<file path="src/rgb_block_pool_downscaler_assert.svh">
// Assertion macros for the block pool downscaler.
// Used by the top level; expects i_clk and i_rst_n in scope.
`ifndef RGB_BLOCK_POOL_DOWNSCALER_ASSERT_SVH
`define RGB_BLOCK_POOL_DOWNSCALER_ASSERT_SVH

// same-cycle implication
`define RGBPD_ASSERT_NOW(lbl, ante, cons) \
    lbl: assert property (@(posedge i_clk) disable iff (!i_rst_n) (ante) |-> (cons)) \
        else $error("assertion failed");

// next-cycle implication
`define RGBPD_ASSERT_NEXT(lbl, ante, cons) \
    lbl: assert property (@(posedge i_clk) disable iff (!i_rst_n) (ante) |=> (cons)) \
        else $error("assertion failed");

`endif

</file>
<file path="src/rgbpd_pkg.sv">
// Shared types, constants and glyph table for the block pool downscaler.
// No dependencies.
package rgbpd_pkg;

    // frame and block limits; the widths below are sized for these
    localparam int MAX_WIDTH = 2048;
    localparam int MAX_BLOCK = 16;

    localparam int CH_W   = 8;
    localparam int ACC_W  = 16;
    localparam int BLK_W  = 5;
    localparam int SRC_W  = 12;
    localparam int POS_W  = 11;
    localparam int AREA_W = 2 * BLK_W;
    localparam int CFG_W  = 12;
    localparam int IDX_W  = 3;

    localparam logic [IDX_W-1:0] REG_BLOCK_WIDTH   = 3'd0;
    localparam logic [IDX_W-1:0] REG_BLOCK_HEIGHT  = 3'd1;
    localparam logic [IDX_W-1:0] REG_SOURCE_WIDTH  = 3'd2;
    localparam logic [IDX_W-1:0] REG_SOURCE_HEIGHT = 3'd3;
    localparam logic [IDX_W-1:0] REG_POOL_MODE     = 3'd4;
    localparam logic [IDX_W-1:0] REG_GRAY_ENABLE   = 3'd5;
    localparam logic [IDX_W-1:0] REG_GLYPH_ENABLE  = 3'd6;

    // luma = (2126 R + 7152 G + 722 B) / 10000, done as ((s >> 4) * M) >> 27, M = 2^27/625 up
    localparam int LUMA_KR    = 2126;
    localparam int LUMA_KG    = 7152;
    localparam int LUMA_KB    = 722;
    localparam int WSUM_W     = 22;
    localparam int RECIP_M    = 214749;
    localparam int RECIP_W    = 18;
    localparam int RECIP_SH   = 27;
    localparam int PROD_W     = 36;
    localparam int GLYPH_LAST = 27;

    typedef logic [2:0][ACC_W-1:0] t_acc3;
    typedef logic [2:0][CH_W-1:0]  t_px3;

    function automatic logic [6:0] glyph_char(input logic [4:0] idx);
        logic [6:0] ch;
        case (idx) inside
            [5'd0:5'd2]:   ch = 7'd32;  // space
            [5'd3:5'd5]:   ch = 7'd46;  // .
            [5'd6:5'd8]:   ch = 7'd58;  // :
            [5'd9:5'd11]:  ch = 7'd45;  // -
            [5'd12:5'd14]: ch = 7'd61;  // =
            [5'd15:5'd17]: ch = 7'd43;  // +
            [5'd18:5'd19]: ch = 7'd34;  // "
            [5'd20:5'd21]: ch = 7'd94;  // ^
            [5'd22:5'd23]: ch = 7'd42;  // *
            [5'd24:5'd25]: ch = 7'd35;  // #
            default:       ch = 7'd64;  // @
        endcase
        return ch;
    endfunction

endpackage

</file>
<file path="src/rgbpd_div.sv">
// Three-lane restoring divider, one quotient bit per cycle.
// Depends on rgbpd_pkg.
module rgbpd_div #(
    parameter int DIV_W = 10
) (
    input  logic                 i_clk,
    input  logic                 i_rst_n,
    input  logic                 i_start,
    input  rgbpd_pkg::t_acc3     i_dividend,
    input  logic [DIV_W-1:0]     i_divisor,
    output logic                 o_done,
    output rgbpd_pkg::t_acc3     o_quot
);

    localparam int QW  = rgbpd_pkg::ACC_W;
    localparam int CNT_W = $clog2(QW);

    rgbpd_pkg::t_acc3           r_q;
    logic [2:0][DIV_W-1:0]      r_rem;
    logic [DIV_W-1:0]           r_div;
    logic [CNT_W-1:0]           r_cnt;
    logic                       r_busy;
    logic                       r_done;
    rgbpd_pkg::t_acc3           n_q;
    logic [2:0][DIV_W-1:0]      n_rem;

    always_comb begin
        logic [DIV_W:0] sh;
        for (int c = 0; c < 3; c++) begin
            sh = {r_rem[c], r_q[c][QW-1]};
            if (sh >= {1'b0, r_div}) begin
                n_rem[c] = DIV_W'(sh - {1'b0, r_div});
                n_q[c]   = {r_q[c][QW-2:0], 1'b1};
            end else begin
                n_rem[c] = sh[DIV_W-1:0];
                n_q[c]   = {r_q[c][QW-2:0], 1'b0};
            end
        end
    end

    always_ff @(posedge i_clk) begin
        if (!i_rst_n) begin
            r_busy <= 1'b0;
            r_done <= 1'b0;
            r_cnt  <= '0;
        end else begin
            r_done <= 1'b0;
            if (i_start) begin
                r_busy <= 1'b1;
                r_cnt  <= '0;
            end else if (r_busy) begin
                r_cnt <= r_cnt + 1'b1;
                if (r_cnt == CNT_W'(QW - 1)) begin
                    r_busy <= 1'b0;
                    r_done <= 1'b1;
                end
            end
        end
    end

    always_ff @(posedge i_clk) begin
        if (i_start) begin
            r_q   <= i_dividend;
            r_rem <= '0;
            r_div <= i_divisor;
        end else if (r_busy) begin
            r_q   <= n_q;
            r_rem <= n_rem;
        end
    end

    assign o_done = r_done;
    assign o_quot = r_q;

endmodule

</file>
<file path="config.mk">
export PLATFORM = sky130hd
export DESIGN_NAME = rgbpd_div
export DESIGN_NICKNAME = d
export VERILOG_FILES = /design/src/rgb_block_pool_downscaler_assert.svh /design/src/rgbpd_pkg.sv /design/src/rgbpd_div.sv
export SDC_FILE = /design/constraint.sdc
export NUM_CORES = 1
export LEC_CHECK = 0
export BUFFER_PORTS_ARGS = -buffer_cell sky130_fd_sc_hd__buf_2
export CORE_ASPECT_RATIO = 0.7
export CORE_MARGIN = 2
export CORE_UTILIZATION = 59
export CTS_CLUSTER_DIAMETER = 100
export DETAILED_ROUTE_END_ITERATION = 8
export GPL_TIMING_DRIVEN = 0
export HOLD_SLACK_MARGIN = 0.02
export PLACE_DENSITY = 0.85
export SETUP_SLACK_MARGIN = 0.15
export SLEW_MARGIN = 20
export SYNTH_ARGS = -nofsm -noshare
export SYNTH_HDL_FRONTEND = slang
export SYNTH_SLANG_ARGS = --single-unit
</file>
<file path="constraint.sdc">
create_clock -name i_clk -period 6.5 [get_ports i_clk]
set_input_delay 0.325 -clock i_clk [delete_from_list [all_inputs] [get_ports i_clk]]
set_output_delay 0.325 -clock i_clk [all_outputs]
set_load 0.03 [all_outputs]
</file>
# Word-level counts from Yosys, hierarchy flattened
# Cells that the tools add are included.
dict set report classes {
  add_sub_neg 4
  n_lt_le_gt_ge 3
  eq_ne 1
  n_mux 12
  bitwise_logic 2
  reduce_logical 3
}
# operator count
set op_table {}
lappend op_table {{48-bit 2-to-1 mux} 2}
lappend op_table {{11-bit by 10-bit >= comparator with 1-bit output} 3}
lappend op_table {{10-bit 2-to-1 mux} 3}
lappend op_table {{10-bit subtractor} 3}
lappend op_table {{1-bit 2-to-1 mux} 7}
lappend op_table {{4-bit by 1-bit adder with 4-bit output (second input constant)} 1}
lappend op_table {{4-bit equality test (second input constant)} 1}
lappend op_table {{3-bit OR reduction} 1}
lappend op_table {{1-bit inverter} 2}
lappend op_table {{2-bit nonzero test} 1}
lappend op_table {{2-bit OR reduction} 1}
dict set report totals {
  reg_bits 94
  in_bits 61
  output_inout_bits 49
  word_cells 35
}

# Depth between registers and ports, before layout
# Gate-level depths: netlist of the first run.
dict set report logic_depth {
  depth_word 4
  mapped_depth 9
  mapped_depth_nobuf 9
}

# Least setup slack after synthesis of the first run
# No wires, ideal clock.
dict set report synth_timing {
  kind {reg2reg}
  startpoint {register r_div[1]}
  endpoint {register r_q (netlist bit o_quot[32]), data pin}
  setup_time_ns 0.260
  arrival_ns 2.074
  required_ns 6.240
  path_slack_ns 4.166
  path_stages_with_launch 9
  path_buffers 1
  synth_period_minus_slack_ns 2.334
  cell_sequence {edfxtp_1 inv_1 ha_1 nor2b_1 o31ai_1 a31oi_2 or2_1 buf_6 mux2_2}
}
dict set report synth_via {
  elab_chain_cells 4
}
# item line
set synth_lines {}
lappend synth_lines {{start: declaration} rgbpd_div.sv:20} ;# logic [DIV_W-1:0] r_div;
lappend synth_lines {{start signal: assignment} rgbpd_div.sv:65} ;# r_div <= i_divisor;
lappend synth_lines {{11-bit by 10-bit >= comparator with 1-bit output} rgbpd_div.sv:31} ;# if (sh >= {1'b0, r_div}) begin
lappend synth_lines {{1-bit 2-to-1 mux} rgbpd_div.sv:31}
lappend synth_lines {{48-bit 2-to-1 mux} rgbpd_div.sv:66} ;# end else if (r_busy) begin
lappend synth_lines {{48-bit 2-to-1 mux} rgbpd_div.sv:62} ;# if (i_start) begin
lappend synth_lines {{end signal: assignment} rgbpd_div.sv:63} ;# r_q <= i_dividend;
lappend synth_lines {{end signal: assignment} rgbpd_div.sv:67} ;# r_q <= n_q;
lappend synth_lines {{end: declaration} rgbpd_div.sv:18} ;# rgbpd_pkg::t_acc3 r_q;
# Every way passes these cells. The select of a mux whose other input is x is not followed.
# A chain may end at the register's enable or synchronous reset.

# Worst setup path in the final report of the first run
# Same ends and word-level chain as after synthesis.

==> results of run 1 <==
==> kinds of logic after synthesis <==
family,share of synthesized area [%]
AO/OA/AOI/OAI,15.9
XOR/XNOR,3.01
adder cells (fa/ha/maj),8.55
buffers and inverters,2.91
flip-flops,47.0
multiplexers,10.9
AND/OR/NAND/NOR,11.8
==> state kept, by name (all words and copies together) (netlist names) <==
| signal | cells |
|---|---|
| r_cnt | 4 |
| r_div | 10 |
| r_rem | 30 |
| o_quot | 48 |
| r_busy | 1 |
| o_done | 1 |
==> path summary, 6_finish.rpt <==
path | startpoint | end | slack [ns] | depth (start not counted)
setup reg to reg | r_div[1] | o_quot[32] | 3.71 | 8
hold reg to reg | r_rem[2] | r_rem[2] | 0.49 | 2
hold / removal | i_divisor[9] | r_div[9] | 0.15 | 1
setup / recovery | r_div[1] | o_quot[32] | 3.71 | 8
==> report_power, final <==
part           internal (mW)  switching [mW]  leakage, nW
Combinational          0.155           0.261         1.56
Clock                  0.347           0.221        0.150
Sequential             0.695          0.0342        0.876
Total                   1.20           0.516         2.58
==> area by class of cell <==
| type | count | area, um2 | area share, % |
|---|---|---|---|
| Buffer | 17 | 73.8 | 1.18 |
| Timing Repair Buffer | 110 | 566 | 9.02 |
| Clock buffer | 12 | 246 | 3.93 |
| Clock inverter | 4 | 71.3 | 1.14 |
| Tap cell | 120 | 150 | 2.39 |
| Sequential cell | 94 | 2460 | 39.3 |
| Multi-Input combinational cell | 341 | 2620 | 41.8 |
| Inverter | 21 | 78.8 | 1.26 |
==> synth_stat cells (2+ instances only) <==
| cell type | number |
|---|---|
| a31oi_1 | 3 |
| edfxtp_1 | 58 |
| nand4_1 | 8 |
| nor3b_1 | 2 |
| o22ai_1 | 3 |
| xnor2_1 | 10 |
| o31ai_1 | 3 |
| o311ai_0 | 3 |
| nand2_2 | 3 |
| o311ai_1 | 2 |
| nand3b_1 | 3 |
| nor2b_1 | 12 |
| a32oi_1 | 3 |
| a21o_1 | 4 |
| nand2_1 | 34 |
| a311oi_1 | 2 |
| nand3_1 | 9 |
| buf_2 | 2 |
| nor2_1 | 31 |
| a221oi_1 | 2 |
| a21oi_1 | 20 |
| mux2i_1 | 4 |
| clkbuf_1 | 14 |
| o221ai_1 | 2 |
| a2111oi_0 | 4 |
| or3_1 | 2 |
| dfxtp_1 | 36 |
| xor2_1 | 8 |
| nor3_1 | 6 |
| o21a_1 | 5 |
| a211oi_1 | 10 |
| ha_1 | 31 |
| and3_1 | 2 |
| o21ai_0 | 24 |
| nand2b_1 | 4 |
| mux2_2 | 47 |
| fa_1 | 3 |
| inv_1 | 20 |
| and2_1 | 2 |
| a311oi_2 | 3 |
| a31oi_2 | 2 |
==> metrics by stage <==
step,setup slack (ns),instances,util [%]
5_1_grt,3.51,719,73.4
3_3_place_gp,3.50,702,69.4
2_1_floorplan,4.17,473,-
6_report,3.71,719,73.4
3_5_place_dp,3.73,703,69.6
4_1_cts,3.71,719,73.4
==> metal layers <==
| metal | share of wire, % | global-route usage (%) | vias up | routed length, um |
|---|---|---|---|---|
| met4 | 2.3 | 10.3 | 0 | 318 |
| met1 | 42 | 41.3 | 2110 | 5800 |
| met2 | 47 | 46.6 | 200 | 6490 |
| met3 | 9.3 | 8.61 | 32 | 1300 |
| li1 | - | - | 2029 | - |
| met5 | 0 | 0 | - | 0 |
==> flow_summary.json, run 1 <==
{
  "status": "complete, no violations",
  "async_flop_share_pct": 0,
  "grt_max_degree": 33,
  "crit_fanout": 9,
  "final_common_cell": "buf_2",
  "start_util_pct": 61.3,
  "drive_gt1_share_pct": 31.6,
  "cpLargestDelayFamily": "compound AO/OA/AOI/OAI gates",
  "yosysTopAreaCell": "edfxtp_1",
  "ys_ff_latch": 94,
  "stdcell_area_um2": 6270,
  "yosys_warnings": 0,
  "cts-root-buf": "clkbuf_16",
  "crit_path_start_kind": "flip-flop",
  "end_kind": "flip-flop",
  "clkTransAtPathRegs_ns": 0.07,
  "synth_area_um2": 5240,
  "cts.path.max_buffers": 2,
  "synth_top_cell_area_share_pct": 33.3,
  "nFillCells": 626,
  "setup_viol": 0,
  "hold_viol": 0,
  "finClkSkew_ns": 0.00700,
  "drt_first_iter_violations": 361,
  "fin_setup_tns_ns": 0,
  "p_leak_nw": 2.58,
  "antenna_left": 0,
  "area.growth.synth_to_final_pct": 19.7,
  "cp.arrival_ns": 2.89,
  "slew_viol_final": 0,
  "irDropWorstVdd_mv": 0.207,
  "ctsHoldBuffers": 0,
  "yosysSeqAreaShare_pct": 47.0,
  "cp_slowest_cell": "edfxtp_1",
  "drc": 0,
  "numCtsBuffers": 9,
  "slowest_delay_ns": 0.57,
  "drv_cap": 0,
  "cts_tree": "yes",
  "die_w_um": 117,
  "antenna_found_initial": 0,
  "worst_hold_slack_ns": 0.154,
  "grt_pass1_vias": 4395,
  "drt-total-wl_mm": 13.9,
  "wire_per_inst_um": 19.3,
  "max_freq_mhz": 359,
  "relSlewSlack_pct": 55.5,
  "p_per_area_nw_per_um2": 273,
  "cts_resized": 0,
  "ys_types": 68,
  "worstMarginPinSlew_ns": 0.665,
  "std_cell_rows": 28,
  "yosys-top-cells-area": "edfxtp_1, dfxtp_1, mux2_2",
  "cp_cell_sequence": "inv_1 > ha_1 > nor2b_1 > o31ai_1 > a31oi_2 > or2_1 > buf_6 > mux2_2",
  "final_nets": 689,
  "grt_pass1_wl_mm": 22.5,
  "clkSinkCount": 94,
  "vias_per_cell": 6.08,
  "cp_num_buf_inv": 2,
  "synth.net_count": 568,
  "total_power_mw": 1.71,
  "rsz0062_at_grt": "no",
  "synth_edf_count": 58,
  "critPathRequiredTime_ns": 6.60,
  "hold_class": "in -> reg",
  "synthFlopType": "edfxtp_1",
  "period_share_pct": 42.8,
  "io_buffers": 109,
  "grt.overflow.total": 0,
  "htree_levels": 3,
  "core_um2": 8550,
  "vias": 4371,
  "cts_setup_buffers": 0,
  "clk_latency_ns": 0.35,
  "hpwl_mm": 10.2,
  "diodes": 0,
  "die_area_um2": 9660,
  "dr.pass1.iters": 5,
  "die_h_um": 82.8,
  "layout_common_cells": "buf_2, edfxtp_1, mux2_2, dfxtp_1, nand2_1",
  "crit_type": "reg -> reg",
  "period_minus_slack_ns": 2.79,
  "place_area_um2": 5950,
  "grtUsageTotal_pct": 30.2,
  "avgSynthCellArea_um2": 11.1,
  "place_congestion": 0.952,
  "synth_cells": 473,
  "ioPinCount": 110
}
Power figures use the tool's default switching activity.
==> run 2: changes to the inputs <==
- CORE_UTILIZATION: 59 -> 55
- PLACE_DENSITY: 0.85 -> 0.8
- clock period: 6.5 -> 2.7 ns (I/O delays scaled with it)
==> run 2 against run 1 <==
Effect of this change:
- setup slack got worse by 3.5 ns
- highest routed layer unchanged
- sequential power increased by 140%
- combinational power increased to 2.5 times the previous value
- largest power group unchanged
==> flow_summary.json, run 2 (same netlist as run 1, synthesis figures left out) <==
{
  "status": "complete, no violations",
  "final_nets": 706,
  "slew_viol_final": 0,
  "clk_latency_ns": 0.34,
  "std_cell_rows": 29,
  "die_area_um2": 10300,
  "switching_share_pct": 30.7,
  "crit_type": "reg -> reg",
  "cts-root-buf": "clkbuf_16",
  "grt_max_degree": 31,
  "period_share_pct": 91.6,
  "drc": 0,
  "diodes": 0,
  "worstMarginPinSlew_ns": 0.772,
  "io_buffers": 109,
  "grt_use_met1_pct": 37.7,
  "dp_worst_setup_slack_ns": -0.101,
  "largest_reg_flops": 48,
  "clockPowerShare_pct": 32.9,
  "period_minus_slack_ns": 2.47,
  "busiest_layer": "met2",
  "gr-usage-met2_pct": 42.6,
  "antenna_left": 0,
  "drt-total-wl_mm": 14.0,
  "cts.path.max_buffers": 2,
  "rsz0062_at_grt": "yes",
  "dr.pass1.iters": 5,
  "crit_fanout": 6,
  "cp.arrival_ns": 2.76,
  "hold_viol": 0,
  "finClkSkew_ns": 0.00810,
  "end_kind": "flip-flop",
  "drv_cap": 0,
  "use_met3_pct": 9.04,
  "combPwrFrac_pct": 25.0,
  "antenna_found_initial": 0,
  "final_common_cell": "buf_2",
  "grt_pass1_vias": 4328,
  "hold_class": "in -> reg",
  "place_congestion": 0.905,
  "grtUsageTotal_pct": 27.6,
  "die_w_um": 121,
  "drive_gt1_share_pct": 33.4,
  "hpwl_mm": 10.0,
  "max_freq_mhz": 404,
  "clkSinkCount": 94,
  "cts_tree": "yes",
  "layout_common_cells": "buf_2, edfxtp_1, mux2_2, dfxtp_1, nand2_1",
  "grt.overflow.total": 0,
  "relSlewSlack_pct": 48.1,
  "setup_viol": 0,
  "htree_levels": 3,
  "core_um2": 9140,
  "dp.cells": 707,
  "start_util_pct": 57.3,
  "vias": 4410,
  "pwr-share-seq_pct": 42.0,
  "ioPinCount": 110,
  "final_core_util_pct": 71.0,
  "drt_first_iter_violations": 366,
  "critPathRequiredTime_ns": 2.99,
  "grt_pass1_wl_mm": 22.0,
  "switching_power_mw": 1.28,
  "numCtsBuffers": 9,
  "die_h_um": 85.6,
  "instances_no_fill": 740,
  "total_power_mw": 4.17,
  "vias_per_cell": 5.96,
  "p_int_mw": 2.89,
  "crit_path_start_kind": "flip-flop",
  "area.growth.synth_to_final_pct": 23.9,
  "finalWorstSetupSlack_ns": 0.227,
  "irDropWorstVdd_mv": 0.451,
  "clkTransAtPathRegs_ns": 0.07,
  "p_per_area_nw_per_um2": 643,
  "wire_per_inst_um": 19.0,
  "p_leak_nw": 2.66
}
-- run 2: cell types whose count changed in the layout (fill, tap and decap cells not counted), moves of 3 or more --
cell           before  now
a21oi_2             0    3
dlygate4sd3_1       0   11
inv_6               0    3
a21oi_1            20   17
buf_4               0    6
-- run 2: per-layer routing --
metal	vias to the layer above	share of wire, %
li1	2073	-
met1	2098	42
met2	212	46
met3	27	9.7
met4	0	1.6
met5	-	0
-- run 2: power groups by stage --
| stage | combinational (mW) | clock [mW] | sequential, mW |
|---|---|---|---|
| 6_report | 1.04 | 1.37 | 1.75 |
| 5_1_grt | 1.12 | 1.44 | 1.77 |
| 3_5_place_dp | 0.971 | 0 | 1.78 |
| 2_1_floorplan | 0.544 | 0 | 1.92 |
| 4_1_cts | 0.998 | 1.38 | 1.75 |
| 3_3_place_gp | 0.935 | 0 | 1.78 |
-- run 2: path summary, 6_finish.rpt --
kind | slack (ns) | from | to | depth (start not counted)
min | 0.1 | i_dividend[44] | o_quot[44] | 2
max reg2reg | 0.23 | r_div[3] | r_rem[4] | 8
max | 0.23 | r_div[3] | r_rem[4] | 8
min reg2reg | 0.48 | r_cnt[3] | o_done | 2
-- run 2: metrics by stage --
step | TNS (ns) | area (um2) | hold slack [ns]
final | 0 | 6490 | 0.0952
after global placement | -2.69 | 5940 | 0.312
after global routing | 0 | 6490 | 0.0892
after CTS | 0 | 6400 | 0.0872
after detailed placement | -0.101 | 5960 | 0.313
after floorplan | 0 | 5240 | 0.234
-- run 2: critical path: stages, from the launching register on --
cell	delay (ns)
edfxtp_1	0.33
inv_1	0.13
ha_1	0.43
nand4_1	0.24
o311ai_2	0.40
o31ai_4	0.14
buf_4	0.16
a2111oi_1	0.41
a211o_1	0.18
-- run 2: area by class of cell --
| type | count | area, um2 |
|---|---|---|
| timing repair buffer | 127 | 721 |
| clock buffer | 9 | 225 |
| fill | 663 | 2650 |
| tap | 124 | 155 |
| sequential | 94 | 2460 |
| buffer | 17 | 73.8 |
| multi-input combinational | 341 | 2680 |
| inverter | 21 | 78.8 |
| clock inverter | 7 | 95.1 |
-- run 2: what timing repair did --
action,4_1_cts,5_1_grt
gates resized for setup,1,13
endpoints found under the setup margin,21,20
pin swaps,0,3
hold endpoints to repair,11,0
hold buffers,11,0
buffers inserted,1,5
